### config.mk
export PLATFORM = sky130hd
export DESIGN_NAME = ber_tlv_object_extractor_core
export DESIGN_NICKNAME = d
export VERILOG_FILES = /design/src/rtl/btlv_pkg.sv /design/src/rtl/ber_tlv_object_extractor_core.sv /design/src/rtl/btlv_front.sv /design/src/rtl/btlv_queue.sv /design/src/rtl/btlv_back.sv
export SDC_FILE = /design/constraint.sdc
export NUM_CORES = 1
export LEC_CHECK = 0
export BUFFER_PORTS_ARGS = -buffer_cell sky130_fd_sc_hd__buf_2
export CAP_MARGIN = 20
export CORE_ASPECT_RATIO = 0.7
export CORE_MARGIN = 1.5
export CORE_UTILIZATION = 45
export DETAILED_ROUTE_END_ITERATION = 7
export SYNTH_ARGS = -nofsm -noshare
export SYNTH_HDL_FRONTEND = slang
export SYNTH_SLANG_ARGS = --single-unit
### constraint.sdc
create_clock -name clock -period 8.1 [get_ports clock]
set_input_delay 0.405 -clock clock [delete_from_list [all_inputs] [get_ports clock]]
set_output_delay 0.405 -clock clock [all_outputs]
set_load 0.005 [all_outputs]
### src/rtl/btlv_pkg.sv
package btlv_pkg;

   // Fixed encodings of the response format.
   localparam logic [7:0] WRAP_TAG      = 8'h7C;
   localparam logic [7:0] LONG_FLAG     = 8'h80;
   localparam logic [6:0] LEN_MASK      = 7'h7F;
   localparam int         MAX_LEN_BYTES = 4;

   // Widths of the parser state.
   localparam int POS_W = 34;
   localparam int LEN_W = 32;
   localparam int LBL_W = 3;

   // Configuration register map.
   localparam int         CSR_ADDR_W       = 3;
   localparam int         CSR_DATA_W       = 32;
   localparam logic [0:0] REG_TARGET_TAG   = 1'b0;
   localparam logic [7:0] TARGET_TAG_RESET = 8'h80;

   // Queue between the parser and the result stage.
   localparam int QUEUE_DEPTH = 4;
   localparam int QUEUE_AW    = $clog2(QUEUE_DEPTH);

   // Result kinds.
   localparam logic KIND_VALUE  = 1'b0;
   localparam logic KIND_STATUS = 1'b1;

   typedef enum logic [3:0] {
      PH_WRAP,
      PH_OLEN1,
      PH_OLENN,
      PH_TAG,
      PH_ILEN1,
      PH_ILENN,
      PH_VALUE,
      PH_DONE
   } phase_type;

   typedef enum logic [1:0] {
      ST_FOUND,
      ST_NOTFOUND,
      ST_TRUNC,
      ST_MALFORMED
   } status_type;

   // Everything one input byte produces: an optional value beat and an
   // optional status beat, in that order.
   typedef struct packed {
      logic             has_value;
      logic [7:0]       value_byte;
      logic             has_status;
      status_type       status;
      logic [LEN_W-1:0] value_length;
   } record_type;

endpackage

### src/rtl/ber_tlv_object_extractor_core.sv
// Latency: a byte accepted at one edge shows its first result beat after that edge.
// Throughput: one byte per cycle while the record queue is not full; a byte
// that yields both a value beat and a status beat needs two pops to drain.
// A four-record queue decouples the parser from the result port.
// Reset is synchronous and active high: it empties the queue, rearms the parser for
// a wrapper tag and sets target_tag to 0x80.
module ber_tlv_object_extractor_core (
   input  logic                                clock,
   input  logic                                reset,
   input  logic                                req_push,
   output logic                                req_full,
   input  logic [7:0]                          req_data_byte,
   input  logic                                req_last_byte,
   output logic                                rsp_empty,
   input  logic                                rsp_pop,
   output logic                                rsp_kind,
   output logic [7:0]                          rsp_value_byte,
   output logic [1:0]                          rsp_status,
   output logic [btlv_pkg::LEN_W-1:0]          rsp_value_length,
   output logic                                rsp_run_end,
   input  logic                                csr_psel,
   input  logic                                csr_penable,
   input  logic                                csr_pwrite,
   input  logic [btlv_pkg::CSR_ADDR_W-1:0]     csr_paddr,
   input  logic [btlv_pkg::CSR_DATA_W-1:0]     csr_pwdata,
   output logic [btlv_pkg::CSR_DATA_W-1:0]     csr_prdata,
   output logic                                csr_pready
);
   import btlv_pkg::*;

   logic [7:0] tag_ff, tag_in;
   logic       csr_wr;
   logic       queue_full, queue_empty, queue_pop, rec_push;
   record_type rec, head;

   // Register port: one register, word addressed by paddr[2].
   assign csr_pready = 1'b1;
   assign csr_wr     = csr_psel && csr_penable && csr_pwrite && csr_pready;
   assign tag_in     = (csr_wr && csr_paddr[2] == REG_TARGET_TAG) ? csr_pwdata[7:0] : tag_ff;
   assign csr_prdata = (csr_paddr[2] == REG_TARGET_TAG) ?
                       {{(CSR_DATA_W-8){1'b0}}, tag_ff} : '0;

   always_ff @(posedge clock) begin
      if (reset) begin
         tag_ff <= TARGET_TAG_RESET;
      end else begin
         tag_ff <= tag_in;
      end
   end

   // Parser front end.
   btlv_front u_front (
      .clock         (clock),
      .reset         (reset),
      .req_push      (req_push),
      .req_full      (req_full),
      .req_data_byte (req_data_byte),
      .req_last_byte (req_last_byte),
      .target_tag    (tag_ff),
      .queue_full    (queue_full),
      .rec_push      (rec_push),
      .rec           (rec)
   );

   // Record queue.
   btlv_queue u_queue (
      .clock     (clock),
      .reset     (reset),
      .push      (rec_push),
      .push_data (rec),
      .pop       (queue_pop),
      .full      (queue_full),
      .empty     (queue_empty),
      .head      (head)
   );

   // Result beat sequencer.
   btlv_back u_back (
      .clock            (clock),
      .reset            (reset),
      .head             (head),
      .queue_empty      (queue_empty),
      .queue_pop        (queue_pop),
      .rsp_empty        (rsp_empty),
      .rsp_pop          (rsp_pop),
      .rsp_kind         (rsp_kind),
      .rsp_value_byte   (rsp_value_byte),
      .rsp_status       (rsp_status),
      .rsp_value_length (rsp_value_length),
      .rsp_run_end      (rsp_run_end)
   );

   // A status beat always closes the run of its byte.
   a_status_ends_run : assert property (@(posedge clock) disable iff (reset)
      (!rsp_empty && rsp_kind == KIND_STATUS) |-> rsp_run_end)
      else $error("status beat without run_end");

   // Value beats carry no status and no length.
   a_value_clean : assert property (@(posedge clock) disable iff (reset)
      (!rsp_empty && rsp_kind == KIND_VALUE) |->
      (rsp_status == ST_FOUND && rsp_value_length == '0))
      else $error("value beat with status fields set");

   // Only a found status carries a length.
   a_length_only_found : assert property (@(posedge clock) disable iff (reset)
      (!rsp_empty && rsp_kind == KIND_STATUS && rsp_status != ST_FOUND) |->
      (rsp_value_length == '0))
      else $error("length on a status other than found");

   // The record queue is empty right after reset.
   a_empty_after_reset : assert property (@(posedge clock)
      $fell(reset) |-> rsp_empty)
      else $error("results pending after reset");

endmodule

### src/rtl/btlv_front.sv
module btlv_front (
   input  logic                  clock,
   input  logic                  reset,
   input  logic                  req_push,
   output logic                  req_full,
   input  logic [7:0]            req_data_byte,
   input  logic                  req_last_byte,
   input  logic [7:0]            target_tag,
   input  logic                  queue_full,
   output logic                  rec_push,
   output btlv_pkg::record_type  rec
);
   import btlv_pkg::*;

   phase_type        phase_ff, phase_in;
   logic [POS_W-1:0] pos_ff, pos_in;
   logic [POS_W-1:0] limit_ff, limit_in;
   logic [LEN_W-1:0] len_ff, len_in;
   logic [LBL_W-1:0] lbl_ff, lbl_in;
   logic             matched_ff, matched_in;
   logic [LEN_W-1:0] vrem_ff, vrem_in;
   logic             reported_ff, reported_in;

   logic             accept;
   logic [7:0]       b;
   logic [POS_W-1:0] np;
   logic [LEN_W-1:0] len_short, len_long, len_cand;
   logic [POS_W:0]   sum_np_len, np_plus2;
   logic [POS_W-1:0] limit_new;
   logic             outer_walk_fail, inner_walk_fail, elem_over;
   logic [6:0]       nb;
   logic             len_bad;
   logic [LBL_W-1:0] lbl_dec;
   logic [LEN_W-1:0] vrem_dec;
   logic             outer_fin, elem_fin;
   logic             rep;
   status_type       rep_st;
   logic             emit_val;

   assign accept   = req_push && !queue_full;
   assign req_full = queue_full;
   assign b        = req_data_byte;

   // Shared position arithmetic: one add for the end of a length field and
   // one for the two-byte room check before a tag.
   assign np         = pos_ff + POS_W'(1);
   assign len_short  = {{(LEN_W-8){1'b0}}, b};
   assign len_long   = {len_ff[LEN_W-9:0], b};
   assign len_cand   = (phase_ff == PH_OLENN || phase_ff == PH_ILENN) ? len_long : len_short;
   assign sum_np_len = {1'b0, np} + {{(POS_W+1-LEN_W){1'b0}}, len_cand};
   assign limit_new  = sum_np_len[POS_W-1:0];
   assign np_plus2   = {1'b0, np} + (POS_W+1)'(2);

   assign outer_walk_fail = np_plus2 > {1'b0, limit_new};
   assign inner_walk_fail = np_plus2 > {1'b0, limit_ff};
   assign elem_over       = sum_np_len > {1'b0, limit_ff};

   assign nb       = b[6:0] & LEN_MASK;
   assign len_bad  = (nb == 7'd0) || (nb > 7'(MAX_LEN_BYTES));
   assign lbl_dec  = lbl_ff - LBL_W'(1);
   assign vrem_dec = vrem_ff - LEN_W'(1);

   // Next parser state and the beats caused by the current byte.
   always_comb begin
      phase_in    = phase_ff;
      pos_in      = np;
      limit_in    = limit_ff;
      len_in      = len_ff;
      lbl_in      = lbl_ff;
      matched_in  = matched_ff;
      vrem_in     = vrem_ff;
      reported_in = reported_ff;
      outer_fin   = 1'b0;
      elem_fin    = 1'b0;
      rep         = 1'b0;
      rep_st      = ST_NOTFOUND;
      emit_val    = 1'b0;

      case (phase_ff)
         PH_WRAP: begin
            if (b != WRAP_TAG) begin
               rep    = 1'b1;
               rep_st = ST_MALFORMED;
            end else begin
               phase_in = PH_OLEN1;
            end
         end
         PH_OLEN1, PH_ILEN1: begin
            len_in = '0;
            if ((b & LONG_FLAG) == 8'h00) begin
               len_in = len_short;
               lbl_in = '0;
               if (phase_ff == PH_OLEN1) outer_fin = 1'b1;
               else                      elem_fin  = 1'b1;
            end else if (len_bad) begin
               rep    = 1'b1;
               rep_st = ST_MALFORMED;
            end else begin
               lbl_in   = nb[LBL_W-1:0];
               phase_in = (phase_ff == PH_OLEN1) ? PH_OLENN : PH_ILENN;
            end
         end
         PH_OLENN, PH_ILENN: begin
            len_in = len_long;
            lbl_in = lbl_dec;
            if (lbl_dec == '0) begin
               if (phase_ff == PH_OLENN) outer_fin = 1'b1;
               else                      elem_fin  = 1'b1;
            end
         end
         PH_TAG: begin
            matched_in = (b == target_tag);
            phase_in   = PH_ILEN1;
         end
         PH_VALUE: begin
            emit_val = matched_ff;
            vrem_in  = vrem_dec;
            if (vrem_dec == '0) begin
               if (matched_ff) begin
                  rep    = 1'b1;
                  rep_st = ST_FOUND;
               end else if (inner_walk_fail) begin
                  rep    = 1'b1;
                  rep_st = ST_NOTFOUND;
               end else begin
                  phase_in = PH_TAG;
               end
            end
         end
         default: begin
         end
      endcase

      // The wrapper length is complete: fix its end and look for room for a tag.
      if (outer_fin) begin
         limit_in = limit_new;
         if (outer_walk_fail) begin
            rep    = 1'b1;
            rep_st = ST_NOTFOUND;
         end else begin
            phase_in = PH_TAG;
         end
      end

      // An element header is complete: check its value against the wrapper end.
      if (elem_fin) begin
         if (elem_over) begin
            rep    = 1'b1;
            rep_st = matched_ff ? ST_TRUNC : ST_NOTFOUND;
         end else if (len_cand == '0) begin
            if (matched_ff) begin
               rep    = 1'b1;
               rep_st = ST_FOUND;
            end else if (inner_walk_fail) begin
               rep    = 1'b1;
               rep_st = ST_NOTFOUND;
            end else begin
               phase_in = PH_TAG;
            end
         end else begin
            vrem_in  = len_cand;
            phase_in = PH_VALUE;
         end
      end

      if (rep) begin
         reported_in = 1'b1;
         phase_in    = PH_DONE;
      end

      rec.has_value    = emit_val;
      rec.value_byte   = b;
      rec.value_length = (rep && rep_st == ST_FOUND) ? len_in : '0;

      // The final byte forces the one status beat and rearms the parser.
      if (req_last_byte) begin
         if (!reported_in) begin
            rep = 1'b1;
            if (phase_in inside {PH_WRAP, PH_OLEN1, PH_OLENN}) begin
               rep_st = ST_MALFORMED;
            end else if (phase_in == PH_VALUE && matched_in) begin
               rep_st = ST_TRUNC;
            end else begin
               rep_st = ST_NOTFOUND;
            end
         end
         phase_in    = PH_WRAP;
         pos_in      = '0;
         limit_in    = '0;
         len_in      = '0;
         lbl_in      = '0;
         matched_in  = 1'b0;
         vrem_in     = '0;
         reported_in = 1'b0;
      end

      rec.has_status = rep;
      rec.status     = rep_st;
   end

   assign rec_push = accept && (emit_val || rep);

   // Parser state advances on every accepted beat.
   always_ff @(posedge clock) begin
      if (reset) begin
         phase_ff    <= PH_WRAP;
         pos_ff      <= '0;
         limit_ff    <= '0;
         len_ff      <= '0;
         lbl_ff      <= '0;
         matched_ff  <= 1'b0;
         vrem_ff     <= '0;
         reported_ff <= 1'b0;
      end else if (accept) begin
         phase_ff    <= phase_in;
         pos_ff      <= pos_in;
         limit_ff    <= limit_in;
         len_ff      <= len_in;
         lbl_ff      <= lbl_in;
         matched_ff  <= matched_in;
         vrem_ff     <= vrem_in;
         reported_ff <= reported_in;
      end
   end

endmodule

### src/rtl/btlv_queue.sv
module btlv_queue (
   input  logic                 clock,
   input  logic                 reset,
   input  logic                 push,
   input  btlv_pkg::record_type push_data,
   input  logic                 pop,
   output logic                 full,
   output logic                 empty,
   output btlv_pkg::record_type head
);
   import btlv_pkg::*;

   record_type          mem [QUEUE_DEPTH];
   logic [QUEUE_AW-1:0] wr_ptr_ff, wr_ptr_in;
   logic [QUEUE_AW-1:0] rd_ptr_ff, rd_ptr_in;
   logic [QUEUE_AW:0]   count_ff, count_in;
   logic                do_push, do_pop;

   assign full    = (count_ff == (QUEUE_AW+1)'(QUEUE_DEPTH));
   assign empty   = (count_ff == '0);
   assign do_push = push && !full;
   assign do_pop  = pop && !empty;
   assign head    = mem[rd_ptr_ff];

   // Pointer and fill count update.
   always_comb begin
      wr_ptr_in = do_push ? wr_ptr_ff + QUEUE_AW'(1) : wr_ptr_ff;
      rd_ptr_in = do_pop  ? rd_ptr_ff + QUEUE_AW'(1) : rd_ptr_ff;
      count_in  = count_ff;
      if (do_push && !do_pop) count_in = count_ff + (QUEUE_AW+1)'(1);
      if (do_pop && !do_push) count_in = count_ff - (QUEUE_AW+1)'(1);
   end

   always_ff @(posedge clock) begin
      if (reset) begin
         wr_ptr_ff <= '0;
         rd_ptr_ff <= '0;
         count_ff  <= '0;
      end else begin
         wr_ptr_ff <= wr_ptr_in;
         rd_ptr_ff <= rd_ptr_in;
         count_ff  <= count_in;
      end
   end

   // Record storage.
   always_ff @(posedge clock) begin
      if (do_push) begin
         mem[wr_ptr_ff] <= push_data;
      end
   end

endmodule

### src/rtl/btlv_back.sv
module btlv_back (
   input  logic                         clock,
   input  logic                         reset,
   input  btlv_pkg::record_type         head,
   input  logic                         queue_empty,
   output logic                         queue_pop,
   output logic                         rsp_empty,
   input  logic                         rsp_pop,
   output logic                         rsp_kind,
   output logic [7:0]                   rsp_value_byte,
   output logic [1:0]                   rsp_status,
   output logic [btlv_pkg::LEN_W-1:0]   rsp_value_length,
   output logic                         rsp_run_end
);
   import btlv_pkg::*;

   logic second_ff, second_in;
   logic both, show_status, take;

   // A record with both beats shows its value beat first, then its status.
   assign both        = head.has_value && head.has_status;
   assign show_status = !head.has_value || second_ff;
   assign take        = rsp_pop && !queue_empty;
   assign queue_pop   = take && (show_status || !head.has_status);

   assign rsp_empty        = queue_empty;
   assign rsp_kind         = show_status ? KIND_STATUS : KIND_VALUE;
   assign rsp_value_byte   = show_status ? 8'h00 : head.value_byte;
   assign rsp_status       = show_status ? head.status : ST_FOUND;
   assign rsp_value_length = show_status ? head.value_length : '0;
   assign rsp_run_end      = show_status || !head.has_status;

   // Tracks whether the value beat of the head record has gone out.
   always_comb begin
      second_in = second_ff;
      if (take) begin
         if (both && !second_ff) second_in = 1'b1;
         else if (queue_pop)     second_in = 1'b0;
      end
   end

   always_ff @(posedge clock) begin
      if (reset) begin
         second_ff <= 1'b0;
      end else begin
         second_ff <= second_in;
      end
   end

endmodule

# Yosys cells after proc, flatten, opt, wreduce, memory -nomap -nowiden
# Memories as Yosys holds them, arrays and structs flattened. A register that Yosys moved wholly into a read port is not among the register bits.
# Cells that the tools add are included.
# totals
reg_bits	157
mem_bits_rw	176
in_bits	51
output_inout_bits	79
elab_cells	183
n_memories	1
# memory_table
name	depth	width	rd	rd_ports_with_merged_regs	write_ports	line_no	source
u_queue.mem	4	44	1	1	1	btlv_queue.sv:13	record_type mem [QUEUE_DEPTH];
# op_classes
add_sub_neg	9
magnitude_cmp	4
n_eq_ne	13
mux	96
bitwise_logic	1
reduce_logical	46
# op_table
operator	n
32-bit 2-to-1 mux	9
35-bit by 34-bit greater-than comparator with 1-bit output	3
34-bit 2-to-1 mux	3
32-bit zero test	2
32-bit case mux with 2 select lines	1
4-bit 2-to-1 mux	15
2-bit 2-to-1 mux	19
34-bit by 2-bit adder with 35-bit output, second input constant	1
34-bit by 32-bit adder with 35-bit output	1
34-bit by 1-bit adder with 34-bit output, second input constant	1
1-bit 2-to-1 mux	34
32-bit by 1-bit subtractor with 32-bit output, second input constant	1
8-bit 2-to-1 mux	3
3-bit 2-to-1 mux	6
4-bit by 3-bit equality test with 1-bit output, second input constant	4
4-bit case mux with 4 select lines	1
1-bit logical AND	15
4-bit by 2-bit equality test with 1-bit output, second input constant	3
4-bit by 1-bit equality test with 1-bit output, second input constant	2
8-bit equality test	1
4-bit zero test	2
8-bit zero test	1
8-bit by 7-bit != test with 1-bit output, second input constant	1
7-bit by 3-bit greater-than comparator with 1-bit output, second input constant	1
other kinds (20)	39

# Logic depth before layout (Yosys ltp)
# Gate-level depths: netlist (run 1).
# logic_depth
ltp_word	23
mapped_depth	35
mapped_depth_nobuf	33

# Hierarchy
# Synthesis (run 1) repeated with hierarchy kept, for this count alone.
# unflattened
hier_cells	2246
area_unflattened_um2	21608.2
# by_module_without_submodules
mod	instances	cells_each	area_per_inst_um2	seq_area_each_um2
btlv_front	1	1836	13648.1	2822.7
btlv_queue	1	284	6882.9	5465.2
ber_tlv_object_extractor_core	1	70	625.6	160.2
btlv_back	1	56	451.7	20.0

# Worst setup path before layout (run 1)
# OpenSTA, ideal clock, no wires.
# synth_path
path_kind	register to register
startpoint	reg u_front.pos_ff[1]
endpoint	mem u_queue.mem[0][0] (netlist bit), enable pin
setup_time_ns	0.406
t_arrival_ns	6.753
required_time_ns	7.694
slack_ns	0.942
path_stages_with_launch	27
path_buffers	0
synth_period_minus_slack_ns	7.158
path_cell_list	dfxtp_1 > ha_1 > nand3_1 > nor4_2 > and3_1 > xnor2_1 > inv_1 > ha_1 > a21o_1 > o21a_1 > a311oi_1 > o21ai_0 > a221o_1 > a211oi_1 > nor3_1 > nor3_1 > inv_1 > ha_1 > nand4_1 > nor3_1 > nand3_1 > a221oi_1 > o21ai_0 > o41a_1 > a2bb2oi_1 > a41oi_4 > and2_1
# synth_between
elab_chain_len	22
elab_cells_between_ends	25
classes_between	add/sub (3); order compare (3); mux (16); reduce/logical (3)
# synth_rtl
item	line_no	source
start: declaration	btlv_front.sv:16	logic [POS_W-1:0] pos_ff, pos_in;
start signal: assignment	btlv_front.sv:216	pos_ff <= pos_in;
34-bit by 1-bit adder with 34-bit output (*)	btlv_front.sv:46	assign np = pos_ff + POS_W'(1);
34-bit by 2-bit adder with 35-bit output	btlv_front.sv:52	assign np_plus2 = {1'b0, np} + (POS_W+1)'(2);
35-bit by 34-bit greater-than comparator with 1-bit output	btlv_front.sv:55	assign inner_walk_fail = np_plus2 > {1'b0, limit_ff};
1-bit 2-to-1 mux	btlv_front.sv:122	end else if (inner_walk_fail) begin
1-bit 2-to-1 mux	btlv_front.sv:119	if (matched_ff) begin
1-bit 2-to-1 mux	btlv_front.sv:118	if (vrem_dec == '0) begin
1-bit case mux with 3 select lines	btlv_front.sv:79	case (phase_ff)
1-bit 2-to-1 mux	btlv_front.sv:137	if (outer_walk_fail) begin
[... 6 more ...]	-	
1-bit 2-to-1 mux	btlv_front.sv:166	if (rep) begin
1-bit 2-to-1 mux	btlv_front.sv:177	if (!reported_in) begin
1-bit 2-to-1 mux (*)	btlv_front.sv:176	if (req_last_byte) begin
1-bit logical OR (*)	btlv_front.sv:201	assign rec_push = accept && (emit_val || rep);
1-bit logical AND (*)	btlv_front.sv:201	
1-bit logical AND (*)	btlv_queue.sv:21	assign do_push = push && !full;
1-bit 2-to-1 mux (*)	btlv_queue.sv:48	if (do_push) begin
1-bit 2-to-1 mux (not written as such) (*)	btlv_queue.sv:49	mem[wr_ptr_ff] <= push_data;
end: declaration	btlv_queue.sv:13	
# Mark *: on every way between the ends. The rest lies on a longest branch, timed or not.

# Final worst setup path (run 1)
# layout_path
startpoint	reg u_front.pos_ff[1]
endpoint	reg u_queue.count_ff[2]
# layout_between
elab_chain_len	23
elab_cells_between_ends	28
classes_between	add/sub (3); order compare (3); mux (15); reduce/logical (7)
# layout_rtl
item	line_no	source
34-bit by 1-bit adder with 34-bit output (*)	btlv_front.sv:46	
34-bit by 2-bit adder with 35-bit output	btlv_front.sv:52	
35-bit by 34-bit greater-than comparator with 1-bit output	btlv_front.sv:55	
1-bit 2-to-1 mux	btlv_front.sv:122	
1-bit 2-to-1 mux	btlv_front.sv:119	
1-bit 2-to-1 mux	btlv_front.sv:118	
1-bit case mux with 3 select lines	btlv_front.sv:79	
1-bit 2-to-1 mux	btlv_front.sv:137	
[... 7 more ...]	-	
1-bit 2-to-1 mux	btlv_front.sv:177	
1-bit 2-to-1 mux (*)	btlv_front.sv:176	
1-bit logical OR (*)	btlv_front.sv:201	
1-bit logical AND (*)	btlv_front.sv:201	
1-bit logical AND (*)	btlv_queue.sv:21	
1-bit zero test	btlv_queue.sv:31	if (do_pop && !do_push) count_in = count_ff - (QUEUE_AW+1)'(1);
1-bit logical AND	btlv_queue.sv:31	
3-bit 2-to-1 mux / 2-bit nonzero test (equally long branches)	-	
end signal: assignment	btlv_queue.sv:42	count_ff <= count_in;
end: declaration	btlv_queue.sv:16	logic [QUEUE_AW:0] count_ff, count_in;
# Marks and branches as above.
# A chain may end at the register's enable or synchronous reset.

==> flow_summary.ini, run 1 <==
[clocking]
postCtsSetupRepairBufs = 0
numCtsBuffers = 37
cts.sink_count = 335
hold_buffers = 0
worstSkewPairLatency_ns = 0.55
cts-resized-gates = 0
cts_tree = built
clk_pin_slew_worst_paths_ns = 0.06
clockBufferDepth = 3
cts_root_buffer = clkbuf_16
cts_htree_levels = 2

[finish]
final_util_pct = 52.58
fillerInstances = 4237
fin_nets = 2587
layout_commonest_cell = nor2_1
diodes = 0
final_layout_size_suffix_gt1_share_pct = 16.76
syn_to_final_growth_pct = 15.82
mostFrequentLayoutCells = 242 x nor2_1, 176 x edfxtp_1, 158 x buf_4
final_area_sq_um = 24360
fin_cells = 3029

[global_routing]
grt_pass1_vias = 16400
grt_pass1_wl_mm = 96.08
grt_max_degree = 87
grt.total_usage_pct = 25.76
antenna_found_initial = 0
grt_remaining_overflow = 0

[detailed_routing]
totalWireLength_mm = 62.28
wl_per_cell_um = 20.56
via_count = 17740
drt_iter0_drc = 1958
drc = 10
vias_per_cell = 5.857
ant_nets = 0
dr.pass1.iters = 8

[critical_path]
cp-end-kind = flop
crit_required_ns = 8.56
slowest_stage = dfxtp_2
worst-r2r-cell-count = 36
path_class = flop to flop
critPathMaxFanout = 5
cp_slowest_stage_delay_ns = 0.39
arrival_ns = 8.11
critPathLaunchType = flop

[sta]
max_freq_mhz = 130.9
worstMarginPinSlew_ns = 1.032
slew_headroom_pct = 31.23
maxSlewViolCount = 0
finalSetupViolCount = 0
worst_slack_ns = 0.4584
post-route-period-util_pct = 94.34
timing.final.hold_violations = 0
rsz0062_at_grt = false
fin_crit_ns = 7.642
setup_tns_ns = 0
skew_ns = 0.01649

[job]
cap_violations = 0

[floorplanning]
core_sq_um = 46330
rows = 66
initial_core_util_pct = 45.40
die_w_um = 261.4
ios = 130
die-area_sq_um = 48070
die_h_um = 183.9

[placed_design]
pre_cts_ws_ns = 0.2078
io_buffers = 78
place_hpwl_mm = 45.23
gp_congestion = 0.9298
place_inst = 2959
place_area_sq_um = 22950

[yosys]
yosys_warnings = 0
synth_cell_type_count = 93
syn_area_per_cell_sq_um = 9.449
async_flop_share_pct = 0
synth_edf_count = 176
yosys_most_used_dff = edfxtp_1
yosys.area.top_type = edfxtp_1
yosysSeqAreaShare_pct = 40.26
netlist.area_leader.share_pct = 25.13
syn-cell-area_sq_um = 21030
synthTopCellsByArea = edfxtp_1 25%, dfxtp_1 15%, ha_1 8.6%, mux4_2 4.7%, nor2_1 4.4%
synth.ff_latch_count = 335
synthCells = 2226

[power]
p_per_area_nw_per_um2 = 194.3
ir_drop_v = 0.0001246
cellLeakagePower_nw = 9.798

[hold_path]
hold_path_depth = 3
hold_class = primary input to flop

[outcome]
status = finished, violations left
violations = design-rule violations
[flip-flops by register name (all words and copies together) (netlist names), named ones only]
name,cells
u_queue.count_ff,3
u_queue.rd_ptr_ff,2
u_queue.wr_ptr_ff,2
u_front.phase_ff,4
u_front.reported_ff,1
u_queue.mem,176
u_front.lbl_ff,3
tag_ff,8
u_front.len_ff,32
u_back.second_ff,1
u_front.matched_ff,1
u_front.vrem_ff,32
u_front.pos_ff,34
u_front.limit_ff,34
[cell usage after synthesis (17+ instances only)]
cell type / n
nor2_1: 244
edfxtp_1: 176
dfxtp_1: 159
a21oi_1: 157
nand2_1: 155
ha_1: 145
inv_1: 138
a22oi_1: 103
clkbuf_1: 87
xnor2_1: 72
o21ai_0: 68
xor2_1: 57
nor2b_1: 54
nand3_1: 50
nor3_1: 50
mux4_2: 44
nand4_1: 42
a21o_1: 37
a211oi_1: 31
buf_4: 29
nor4_1: 28
and2_1: 26
and3_1: 19
or3_1: 17
[per-stage QoR]
| stage | hold slack [ns] | power [W] |
|---|---|---|
| 4_1_cts | 0.07316 | 0.004751 |
| 5_1_grt | 0.09948 | 0.004954 |
| 3_3_place_gp | 0.4626 | 0.002963 |
| 3_5_place_dp | 0.4665 | 0.002981 |
| 2_1_floorplan | 0.4468 | 0.002631 |
| 6_report | 0.09666 | 0.004732 |
[layer usage]
| metal | global-route usage (%) | vias up | wire length (um) |
|---|---|---|---|
| li1 | - | 8416 | - |
| met1 | 40.25 | 8617 | 30440 |
| met2 | 37.11 | 650 | 25970 |
| met3 | 4.425 | 57 | 4935 |
| met4 | 4.437 | 0 | 934 |
| met5 | 0 | - | 0 |
[worst paths after layout]
check                            start                   end  slack, ns
hold reg to reg   u_front.limit_ff[18]  u_front.limit_ff[18]       0.48
hold / removal           csr_pwdata[7]             tag_ff[7]        0.1
setup / recovery     u_front.pos_ff[1]   u_queue.count_ff[2]       0.46
setup reg to reg     u_front.pos_ff[1]   u_queue.count_ff[2]       0.46
[area by class of cell]
type	count	area (sq um)	share of cell area, %
clock inverter	14	211.5	0.8680
timing repair buffer	244	1767	7.252
sequential	335	8482	34.82
clock buffer	53	1047	4.299
tap	612	765.7	3.143
multi-input combinational	1632	11570	47.48
inverter	139	521.8	2.142
[critical path, delay by kind of cell (launching register included)]
family | cells | cell delay, ns
AOI/OAI and AO/OA | 14 | 2.92
adders and majority gates | 5 | 1.36
and+or+nand+nor | 6 | 1.15
buffers and inverters | 8 | 1.06
xor gates and xnor gates | 3 | 0.63
DFF | 1 | 0.39
[kinds of logic after synthesis]
| family | after synthesis | synth area share, % |
|---|---|---|
| DFF | 335 | 40.26 |
| xor gates and xnor gates | 131 | 5.580 |
| adders and majority gates | 148 | 8.864 |
| other | 2 | 0.03571 |
| AOI/OAI and AO/OA | 512 | 16.22 |
| muxes | 48 | 4.902 |
| buffers and inverters | 282 | 5.705 |
| and+or+nand+nor | 768 | 18.44 |
[where the power goes]
group / total (W) / internal (W) / switching, W
registers: 0.00194 / 0.00190 / 0.0000415
clock network: 0.00177 / 0.00104 / 0.000728
logic: 0.00102 / 0.000450 / 0.000570
total: 0.00473 / 0.00339 / 0.00134
No activity file was read; power rests on OpenSTA's default activity.
==> inputs of run 2 (changes only) <==
CELL_PAD_IN_SITES_DETAIL_PLACEMENT = 2   (was unset)
CELL_PAD_IN_SITES_GLOBAL_PLACEMENT = 2   (was unset)
CORE_UTILIZATION = 40   (was 45)
PLACE_DENSITY_LB_ADDON = 0.1   (was unset)
==> run 2 against run 1 <==
Effect of this change:
- the flow now finishes without violations
- worst setup slack got worse by 0.18 ns
- utilization fell by 5.8 points
- maximum frequency is 2.3% lower
- clock skew grew 0.0055 ns
- sequential cell count is the same
- clock-buffer cell count is 5 lower
- die area up 12%
- design area is 0.15% higher
- register-to-register slack worse by 0.18 ns
- hold slack got worse by 0.017 ns
- final cell count up 2.0%
==> flow_summary.ini, run 2 (synthesized netlist as in run 1, its figures left out) <==
[outcome]
status = complete, no violations

[sta]
hold_slack_ns = 0.07947
finalSetupViolCount = 0
timing.final.hold_violations = 0
fin_crit_ns = 7.821
skew_ns = 0.02199
worst_slack_ns = 0.2790
maxSlewViolCount = 0
slew_headroom_pct = 27.66
post-route-period-util_pct = 96.56
worstMarginPinSlew_ns = 1.075
max_freq_mhz = 127.9

[critical_path]
path_class = flop to flop
crit_required_ns = 8.60
critPathLaunchType = flop
arrival_ns = 8.33
worst-r2r-cell-count = 35
critPathMaxFanout = 5
cpMostUsedCell = inv_1
cp-end-kind = flop
slowest_stage = or4_4
cp_slowest_stage_delay_ns = 0.48

[placed_design]
place_hpwl_mm = 59.98
gp_congestion = 0.9068
place_inst = 3016
place_area_sq_um = 22930
pre_cts_ws_ns = -0.1863
io_buffers = 78

[clocking]
worstSkewPairLatency_ns = 0.58
cts_root_buffer = clkbuf_16
clk_pin_slew_worst_paths_ns = 0.07
clockBufferDepth = 3
cts.sink_count = 335
cts_tree = built
numCtsBuffers = 38
hold_buffers = 0
cts_htree_levels = 2

[finish]
fin_cells = 3091
fillerInstances = 5528
diodes = 0
layout_commonest_cell = nor2_1
fin_nets = 2576
largestRegisters = u_queue.mem: 176 flops, u_front.limit_ff: 34 flops, u_front.pos_ff: 34 flops
final_area_sq_um = 24400
final_layout_size_suffix_gt1_share_pct = 17.12
syn_to_final_growth_pct = 16.00
mostFrequentLayoutCells = 242 x nor2_1, 176 x edfxtp_1, 155 x nand2_1
top_register = u_queue.mem
largest_reg_flops = 176

[detailed_routing]
totalWireLength_mm = 81.71
via_count = 18530
dr.pass1.iters = 5
drc = 0
vias_per_cell = 5.994
wl_per_cell_um = 26.43
ant_nets = 0
drt_iter0_drc = 1482

[power]
cellLeakagePower_nw = 9.718
combPwrFrac_pct = 22.0
p_per_area_nw_per_um2 = 198.1
ir_drop_v = 0.0001627
clockPowerShare_pct = 37.5
p_int_w = 0.003371
seq_power_share_pct = 40.5
p_sw_w = 0.001463
p_sw_share_pct = 30.26

[global_routing]
grt_remaining_overflow = 0
grt_pass1_vias = 19760
antenna_found_initial = 2
grt.total_usage_pct = 30.10
grt_pass1_wl_mm = 125.1
grt_max_degree = 67

[hold_path]
hold_class = primary input to flop
hold_path_depth = 3

[floorplanning]
rows = 70
die-area_sq_um = 53990
ios = 130
core_sq_um = 52110
initial_core_util_pct = 40.36
die_w_um = 277.1
die_h_um = 194.9

[job]
cap_violations = 0
==> run 2: changes by cell type in the layout (fill, tap and decap cells not counted), sizes merged <==
cell	previous run	this run
buf	244	232
clkinv	6	13
clkbuf	53	48
clkinvlp	3	2
inv	140	141
==> run 2: cell type report <==
class | instances | area [sq um] | area share [%]
sequential | 335 | 8483 | 34.77
tap | 684 | 855.8 | 3.508
multi-input combinational | 1632 | 11660 | 47.81
inverter | 139 | 521.8 | 2.138
timing repair buffer | 232 | 1628 | 6.672
clock inverter | 21 | 226.5 | 0.9282
clock buffer | 48 | 1020 | 4.179
==> run 2: per-layer routing <==
| layer | part of all wire, % | track usage (%) | wire (um) | vias up |
|---|---|---|---|---|
| li1 | - | - | - | 8384 |
| met4 | 1.8 | 6.675 | 1451 | 0 |
| met5 | 0 | 0 | 0 | - |
| met3 | 4.8 | 3.787 | 3944 | 86 |
| met1 | 48 | 43.70 | 39130 | 9573 |
| met2 | 46 | 47.79 | 37180 | 485 |
==> run 2: power groups by stage <==
| stage | combinational [W] | clock (W) | sequential (W) |
|---|---|---|---|
| finish | 0.00106 | 0.00181 | 0.00196 |
| global route | 0.00116 | 0.00189 | 0.00197 |
| CTS | 0.00108 | 0.00184 | 0.00196 |
| detailed placement | 0.00107 | 0 | 0.00200 |
| global placement | 0.00101 | 0 | 0.00197 |
| floorplan | 0.000665 | 0 | 0.00197 |
==> run 2: path summary, 6_finish.rpt <==
check | startpoint | end | slack (ns)
worst max-delay path | u_front.pos_ff[0] | u_queue.count_ff[2] | 0.28
worst min-delay path | csr_pwdata[7] | tag_ff[7] | 0.08
worst max register to register | u_front.pos_ff[0] | u_queue.count_ff[2] | 0.28
worst min register to register | u_front.limit_ff[25] | u_front.limit_ff[25] | 0.50
==> run 2: worst max-delay path: cells and delay by family (launching register included) <==
family | cells | cell delay, ns
xor gates and xnor gates | 2 | 0.41
and+or+nand+nor | 8 | 2.14
adders and majority gates | 5 | 1.47
buffers and inverters | 7 | 0.91
AOI/OAI and AO/OA | 13 | 2.37
DFF | 1 | 0.40
==> run 2: repair_timing <==
| action | CTS | global route |
|---|---|---|
| pin swaps | 3 | 6 |
| setup endpoints to repair | 2 | 216 |
| gates resized for setup | 9 | 37 |
| buffers inserted | 0 | 6 |
==> run 2: stage by stage <==
stage	utilization (%)	power, W	setup TNS (ns)
2_1_floorplan	-	0.002631	0
3_3_place_gp	44.00	0.002983	0
3_5_place_dp	44.00	0.003062	-0.1863
4_1_cts	46.46	0.004875	0
5_1_grt	46.82	0.005021	-0.04412
6_report	46.82	0.004834	0
